## src/rtl/mwm_pkg.sv

```systemverilog
`default_nettype none

package mwm_pkg;

  // Default width of one velocity command
  localparam int VEL_WIDTH_DEF = 16;

  localparam int LANES      = 4;
  localparam int SCALE_W    = 16;
  localparam int LIMIT_W    = 15;
  localparam int QUO_W      = 15;
  localparam int OUT_W      = 16;
  localparam int SCALE_FRAC = 15;
  localparam int CFG_IDX_W  = 2;
  localparam int CFG_DATA_W = 16;

  // Register indexes
  localparam logic [CFG_IDX_W-1:0] CFG_SPEED_SCALE = 2'd0;
  localparam logic [CFG_IDX_W-1:0] CFG_WHEEL_LIMIT = 2'd1;

  localparam logic [SCALE_W-1:0] SPEED_SCALE_RST = 16'd32768;
  localparam logic [LIMIT_W-1:0] WHEEL_LIMIT_RST = 15'd12800;

  localparam logic [OUT_W-1:0] OUT_MAX     = 16'h7FFF;
  localparam logic [OUT_W-1:0] OUT_MIN     = 16'h8000;
  localparam logic [OUT_W-1:0] NEG_MAG_MAX = 16'd32768;

  // Per-item side information carried alongside the divider lanes
  typedef struct packed {
    logic                        norm;
    logic [LANES-1:0]            neg;
    logic [LANES-1:0][QUO_W-1:0] mag;
  } mwm_side_t;

endpackage

`default_nettype wire

```

## src/rtl/mwm_norm_div.sv

```systemverilog
`default_nettype none

// Four-lane restoring divider, one quotient bit per stage.
module mwm_norm_div #(
  parameter int VEL_WIDTH = mwm_pkg::VEL_WIDTH_DEF
) (
  input  wire logic                                               clk,
  input  wire logic                                               rst_n,
  input  wire logic                                               in_valid,
  output logic                                                    in_ready,
  input  wire logic [mwm_pkg::LANES-1:0][VEL_WIDTH+mwm_pkg::QUO_W:0] in_num,
  input  wire logic [VEL_WIDTH:0]                                 in_den,
  input  wire mwm_pkg::mwm_side_t                                 in_side,
  output logic                                                    out_valid,
  input  wire logic                                               out_ready,
  output logic [mwm_pkg::LANES-1:0][mwm_pkg::QUO_W-1:0]           out_quo,
  output mwm_pkg::mwm_side_t                                      out_side
);
  import mwm_pkg::*;

  localparam int MAG_W = VEL_WIDTH + 1;
  localparam int NUM_W = MAG_W + QUO_W;
  localparam int NSTG  = QUO_W;

  logic [NSTG-1:0] v_r;
  logic [NSTG:0]   adv;

  logic [LANES-1:0][MAG_W-1:0] rem_r [NSTG];
  logic [LANES-1:0][QUO_W-1:0] low_r [NSTG];
  logic [LANES-1:0][QUO_W-1:0] quo_r [NSTG];
  logic [MAG_W-1:0]            den_r [NSTG];
  mwm_side_t                   side_r [NSTG];

  assign adv[NSTG] = out_ready;
  assign in_ready  = adv[0];

  for (genvar k = 0; k < NSTG; k++) begin : g_stg
    logic                        prev_v;
    logic [LANES-1:0][MAG_W-1:0] rem_in;
    logic [LANES-1:0][QUO_W-1:0] low_in;
    logic [LANES-1:0][QUO_W-1:0] quo_in;
    logic [MAG_W-1:0]            den_in;
    mwm_side_t                   side_in;
    logic [LANES-1:0][MAG_W-1:0] rem_nxt;
    logic [LANES-1:0][QUO_W-1:0] low_nxt;
    logic [LANES-1:0][QUO_W-1:0] quo_nxt;

    if (k == 0) begin : g_head
      assign prev_v  = in_valid;
      assign den_in  = in_den;
      assign side_in = in_side;
      for (genvar l = 0; l < LANES; l++) begin : g_ld
        assign rem_in[l] = in_num[l][NUM_W-1:QUO_W];
        assign low_in[l] = in_num[l][QUO_W-1:0];
        assign quo_in[l] = '0;
      end
    end else begin : g_body
      assign prev_v  = v_r[k-1];
      assign den_in  = den_r[k-1];
      assign side_in = side_r[k-1];
      assign rem_in  = rem_r[k-1];
      assign low_in  = low_r[k-1];
      assign quo_in  = quo_r[k-1];
    end

    for (genvar l = 0; l < LANES; l++) begin : g_lane
      logic [MAG_W:0] trial;
      logic [MAG_W:0] diff;
      logic           ge;
      assign trial      = {rem_in[l], low_in[l][QUO_W-1]};
      assign diff       = trial - {1'b0, den_in};
      assign ge         = trial >= {1'b0, den_in};
      assign rem_nxt[l] = ge ? diff[MAG_W-1:0] : trial[MAG_W-1:0];
      assign low_nxt[l] = {low_in[l][QUO_W-2:0], 1'b0};
      assign quo_nxt[l] = {quo_in[l][QUO_W-2:0], ge};
    end

    assign adv[k] = !v_r[k] || adv[k+1];

    always_ff @(posedge clk) begin
      if (!rst_n) begin
        v_r[k] <= 1'b0;
      end else if (adv[k]) begin
        v_r[k] <= prev_v;
      end
    end

    always_ff @(posedge clk) begin
      if (adv[k]) begin
        rem_r[k]  <= rem_nxt;
        low_r[k]  <= low_nxt;
        quo_r[k]  <= quo_nxt;
        den_r[k]  <= den_in;
        side_r[k] <= side_in;
      end
    end
  end

  assign out_valid = v_r[NSTG-1];
  assign out_quo   = quo_r[NSTG-1];
  assign out_side  = side_r[NSTG-1];

endmodule

`default_nettype wire

```

## config.mk

```make
export PLATFORM = sky130hd
export DESIGN_NAME = mwm_norm_div
export DESIGN_NICKNAME = d
export VERILOG_FILES = /design/src/rtl/mwm_pkg.sv /design/src/rtl/mwm_norm_div.sv
export SDC_FILE = /design/constraint.sdc
export NUM_CORES = 2
export LEC_CHECK = 0
export ABC_AREA = 1
export ABC_CLOCK_PERIOD_IN_PS = 16100
export BUFFER_PORTS_ARGS = -buffer_cell sky130_fd_sc_hd__buf_2
export CAP_MARGIN = 20
export CORE_ASPECT_RATIO = 2
export CORE_MARGIN = 5
export CORE_UTILIZATION = 45
export DETAILED_ROUTE_END_ITERATION = 10
export REMOVE_ABC_BUFFERS = 1
export SYNTH_ARGS = -nofsm -noshare
export SYNTH_HDL_FRONTEND = slang
export SYNTH_SLANG_ARGS = --single-unit
export TNS_END_PERCENT = 1
```

## constraint.sdc

```tcl
create_clock -name clk -period 16.1 [get_ports clk]
set_input_delay 2.415 -clock clk [delete_from_list [all_inputs] [get_ports clk]]
set_output_delay 2.415 -clock clk [all_outputs]
set_load 0.1 [all_outputs]
```

; ---- Word-level counts from Yosys, hierarchy flattened
; Memory sizes are Yosys's and may differ from the RTL's.
; Index checks and enable logic that the tools add are counted.
[classes]
addsub = 60
order_cmp = 60
n_mux = 90
n_reduce_logical = 30
[op_table]
columns = operator, count
row1 = greater-or-equal comparator 18 x 17 -> 1 bit, 60
row2 = 2-to-1 mux 17 bit, 60
row3 = subtractor 17 bit, 60
row4 = 2-to-1 mux 1 bit, 30
row5 = zero test 1 bit, 15
row6 = logical OR 1 bit, 15
[word_totals]
ff_bits = 15
ramBits = 3990
in_bits = 214
out_inout_bits = 127
wordCells = 260
memories = 5
[memory_table]
columns = name, depth, word_bits, rd, rd_clocked_by_memory_dff, wr, line_no
row1 = rem_r, 15, 68, 14, 0, 15, mwm_norm_div.sv:28  ; logic [LANES-1:0][MAG_W-1:0] rem_r [NSTG];
row2 = side_r, 15, 65, 15, 0, 15, mwm_norm_div.sv:32  ; mwm_side_t side_r [NSTG];
row3 = quo_r, 15, 60, 15, 0, 15, mwm_norm_div.sv:30  ; logic [LANES-1:0][QUO_W-1:0] quo_r [NSTG];
row4 = low_r, 15, 56, 14, 0, 15, mwm_norm_div.sv:29  ; logic [LANES-1:0][QUO_W-1:0] low_r [NSTG];
row5 = den_r, 15, 17, 14, 0, 15, mwm_norm_div.sv:31  ; logic [MAG_W-1:0] den_r [NSTG];

; ---- Longest topological paths before layout
[depth]
ltp_word = 18
ltp_mapped = 15
mapped_depth_nobuf = 15

; ---- Least setup slack after synthesis
; Ideal clock, no wire load.
[synth_timing]
path_type = input port to output port
start = input out_ready
end = output in_ready
arrival_ns = 13.538
path_slack_ns = 0.147
stages = 8
n_path_buf = 0
cell_sequence = inv_1 -> nand4_4 -> nor2_4 -> nand4_4 -> nor2_4 -> nand4_4 -> nor2_8 -> nand4_4
[synth_between]
elab_chain_cells = 15
[synth_rtl]
columns = item, line_no
row1 = from (decl), mwm_norm_div.sv:15  ; input wire logic out_ready,
row2 = logical OR 1 bit (3 in series), mwm_norm_div.sv:78  ; assign adv[k] = !v_r[k] || adv[k+1];
row3 = via adv[12], mwm_norm_div.sv:26  ; logic [NSTG:0] adv;
row4 = logical OR 1 bit (4 in series), mwm_norm_div.sv:78
row5 = via adv[8], mwm_norm_div.sv:26
row6 = logical OR 1 bit (4 in series), mwm_norm_div.sv:78
row7 = via adv[4], mwm_norm_div.sv:26
row8 = logical OR 1 bit (4 in series), mwm_norm_div.sv:78
row9 = to (decl), mwm_norm_div.sv:10  ; output logic in_ready,
; The timed path passes the listed nets, and every way through them passes these cells.

; ---- Worst setup path in the final report
; Ends and elaborated chain as after synthesis.

==> reports/qor.yml <==
outcome:
  status: "complete, no violations"
synth:
  postSynthAreaPerCell_um2: 11.5
  ys_seq_area_share_pct: 61.1
  synth_commonest_cells: "edfxtp_1 (3065), a21oi_1 (1744), nand2_1 (1695), nor2_1 (1505), inv_1 (1274)"
  synthTopCellsByArea: "edfxtp_1 (61%), ha_1 (8.4%), a21oi_1 (5.8%), nand2_1 (4.2%), nor2_1 (3.7%)"
  synth-compound-area-share_pct: 9.42
  synthAdderAreaFrac_pct: 9.19
  async_flop_share_pct: 0
  ys_ff_latch: 3080
  syn-instance-count: 13174
  synth_edf_count: 3065
  yosysMostFrequentCell: "edfxtp_1"
  synth_top_area_share_pct: 60.9
  ys_warn_count: 0
  yosysTopAreaCell: "edfxtp_1"
  synth.distinct_cells: 47
  synth_flop_cell: "edfxtp_1"
  synth_top_family_by_area: "simple AND/OR/NAND/NOR gates"
  synth_xor_area_share_pct: 4.36
  syn_area_um2: 151000
  muxShareOfSynthArea_pct: 0
  synth-simple-area-share_pct: 12.0
cts:
  clockBufferDepth: 4
  clk_pin_slew_ns: 0.06
  numCtsBuffers: 290
  holdBufCountCts: 0
  clock_insertion_delay_worst_skew_ns: 0.90
  cts_max_level: 5
  ctsResizeCount: 0
  clock-sinks: 3080
  root_buffer: "clkbuf_16"
  tritoncts: "done"
  post-cts-setup-buffer-count: 0
drt:
  first_pass_iters: 7
  antenna_left: 0
  routed_wirelength_um: 477000
  drt_iter0_markers: 4990
  vias: 98483
  post-route-drc-count: 0
  wl_per_cell_um: 25.8
  detail_route.vias_per_cell: 5.34
pwr:
  p_leak_nw: 69.0
  p_sw_share_pct: 39.5
  intPower_mw: 20.3
  total_power_mw: 33.6
  combPwrFrac_pct: 41.1
  power.density_nw_per_um2: 200
  p_sw_mw: 13.3
  irDropWorstVdd_uv: 96.1
  clkPwrFrac_pct: 20.8
  pwr-share-seq_pct: 38.1
global_route:
  grt_pass1_vias: 103610
  grtUsageTotal_pct: 27.2
  grt_max_degree: 110
  antenna_found_initial: 32
  grt_first_pass_wirelength_um: 674000
  overflow: 0
sta:
  rsz0062_at_grt: "no"
  fmax_mhz: 104
  setup_viol: 0
  worst_pin_slew_ns: 1.32
  slew_headroom_pct: 10.9
  postLayoutSetupSlackWorst_ns: 6.50
  hold_viol_final: 0
  fin_hold_ws_ns: 0.398
  final.period_utilization_pct: 59.6
  layout_min_cycle_time_ns: 9.60
  setup_tns_ns: 0
  final_max_slew_viol_count: 0
  skew_ns: 0.0424
die:
  rows: 301
  coreArea_um2: 335000
  ioPinCount: 341
  die_w_um: 420
  die_h_um: 829
  design.die.area_um2: 348000
  start_util_pct: 45.1
critical_path:
  worst_ep_arrival_time_ns: 7.19
  crit_path_start_kind: "input pin"
  cp_max_fo: 36
  worstPathRequired_ns: 13.69
  endpoint_kind: "primary output"
  crit_type: "input pin to primary output"
final_layout:
  final_core_util_pct: 50.1
  stdcell_area_um2: 168000
  fin_nets: 15040
  area_delta_synth_final_pct: 11.2
  drive_above_1_share_pct: 7.23
  layout.cells.non_filler: 18448
placed_design:
  placed_area_um2: 158000
  dp.cells: 17842
  portBuffers: 340
  dp_hpwl_um: 386000
  place_ws_ns: 6.26
  gp_congestion: 1.06
min_path:
  hp-class: "register to register"
run:
  drv_cap: 0
-- power by group through the flow --
stage	clock (mW)	combinational, mW	sequential [mW]
3_3_place_gp	0	13.5	12.9
2_1_floorplan	0	9.20	12.9
4_1_cts	7.19	13.6	12.8
6_report	6.99	13.8	12.8
3_5_place_dp	0	13.5	13.0
5_1_grt	7.50	15.1	13.0
-- registers in the layout, summed over array words and instances, names as in the netlist --
register	cells
den_r	238
g_stg.prev_v	14
rem_r	952
side_r	975
low_r	420
out_valid	1
quo_r	480
-- cell families (layout without fill, tap and decap cells) --
kind of cell	after synthesis	after routing
AO/OA/AOI/OAI	2611	2611
AND/OR/NAND/NOR	4212	4212
buffers and inverters	1443	2248
other	0	76
XOR/XNOR	752	752
flip-flops	3080	3080
adder cells (fa/ha/maj)	1076	1076
-- routing by layer --
| layer | up-vias | routed length [um] | track usage [%] |
|---|---|---|---|
| met4 | 6 | 79600 | 35.8 |
| met2 | 2519 | 261000 | 52.1 |
| met3 | 1729 | 15700 | 3.91 |
| li1 | 48102 | - | - |
| met1 | 46127 | 120000 | 19.1 |
| met5 | - | 34 | 0 |
-- final timing paths --
kind                            depth (start not counted)  slack (ns)             end      startpoint
worst max-delay path                                   11        6.50        in_ready       out_ready
worst min register to register                          0        0.40  side_r[0][428]  side_r[0][363]
worst min-delay path                                    0        0.40  side_r[0][428]  side_r[0][363]
worst max register to register                         11        9.67   low_r[0][105]       out_valid
-- worst max-delay path, cell delays in order --
cell and delay, ns:
buf_2 0.10, inv_1 0.19, nand4_4 0.45, nor2_4 0.47
nand4_4 0.62, nor2_4 0.53, nand4_4 0.56, nor2_8 0.44
nand4_4 0.50, buf_4 0.45, buf_2 0.35
-- placed cells by master (no fill, tap or decap), drive strengths merged --
| cell type | instances |
|---|---|
| edfxtp | 3065 |
| nand3b | 5 |
| nand4 | 232 |
| and2 | 27 |
| o211ai | 22 |
| xnor2 | 315 |
| a21o | 147 |
| o31ai | 4 |
| dfxtp | 15 |
| nor2 | 1508 |
| nor4 | 43 |
| o21bai | 74 |
| nor3 | 239 |
| nor3b | 1 |
| clkinvlp | 22 |
| buf | 451 |
| fa | 56 |
| a21oi | 1747 |
| nand3 | 419 |
| inv | 1292 |
| a31oi | 116 |
| o21ai | 381 |
| a221oi | 1 |
| o221ai | 2 |
| diode | 76 |
| clkbuf | 340 |
| xor2 | 437 |
| nand2 | 1696 |
| a21boi | 105 |
| ha | 1020 |
| clkinv | 110 |
| nand2b | 42 |
| o2111ai | 2 |
| a2111oi | 3 |
| bufinv | 33 |
| a211oi | 7 |
-- layout make-up --
type	instances	area (um2)
inverter	1274	4800
tap	4393	5500
clock buffer	338	7650
clock inverter	183	1900
multi-input combinational	8651	52900
timing repair buffer	453	2720
sequential	3080	92300
fill	30320	167000
antenna	76	190
Power figures use the tool's default switching activity.
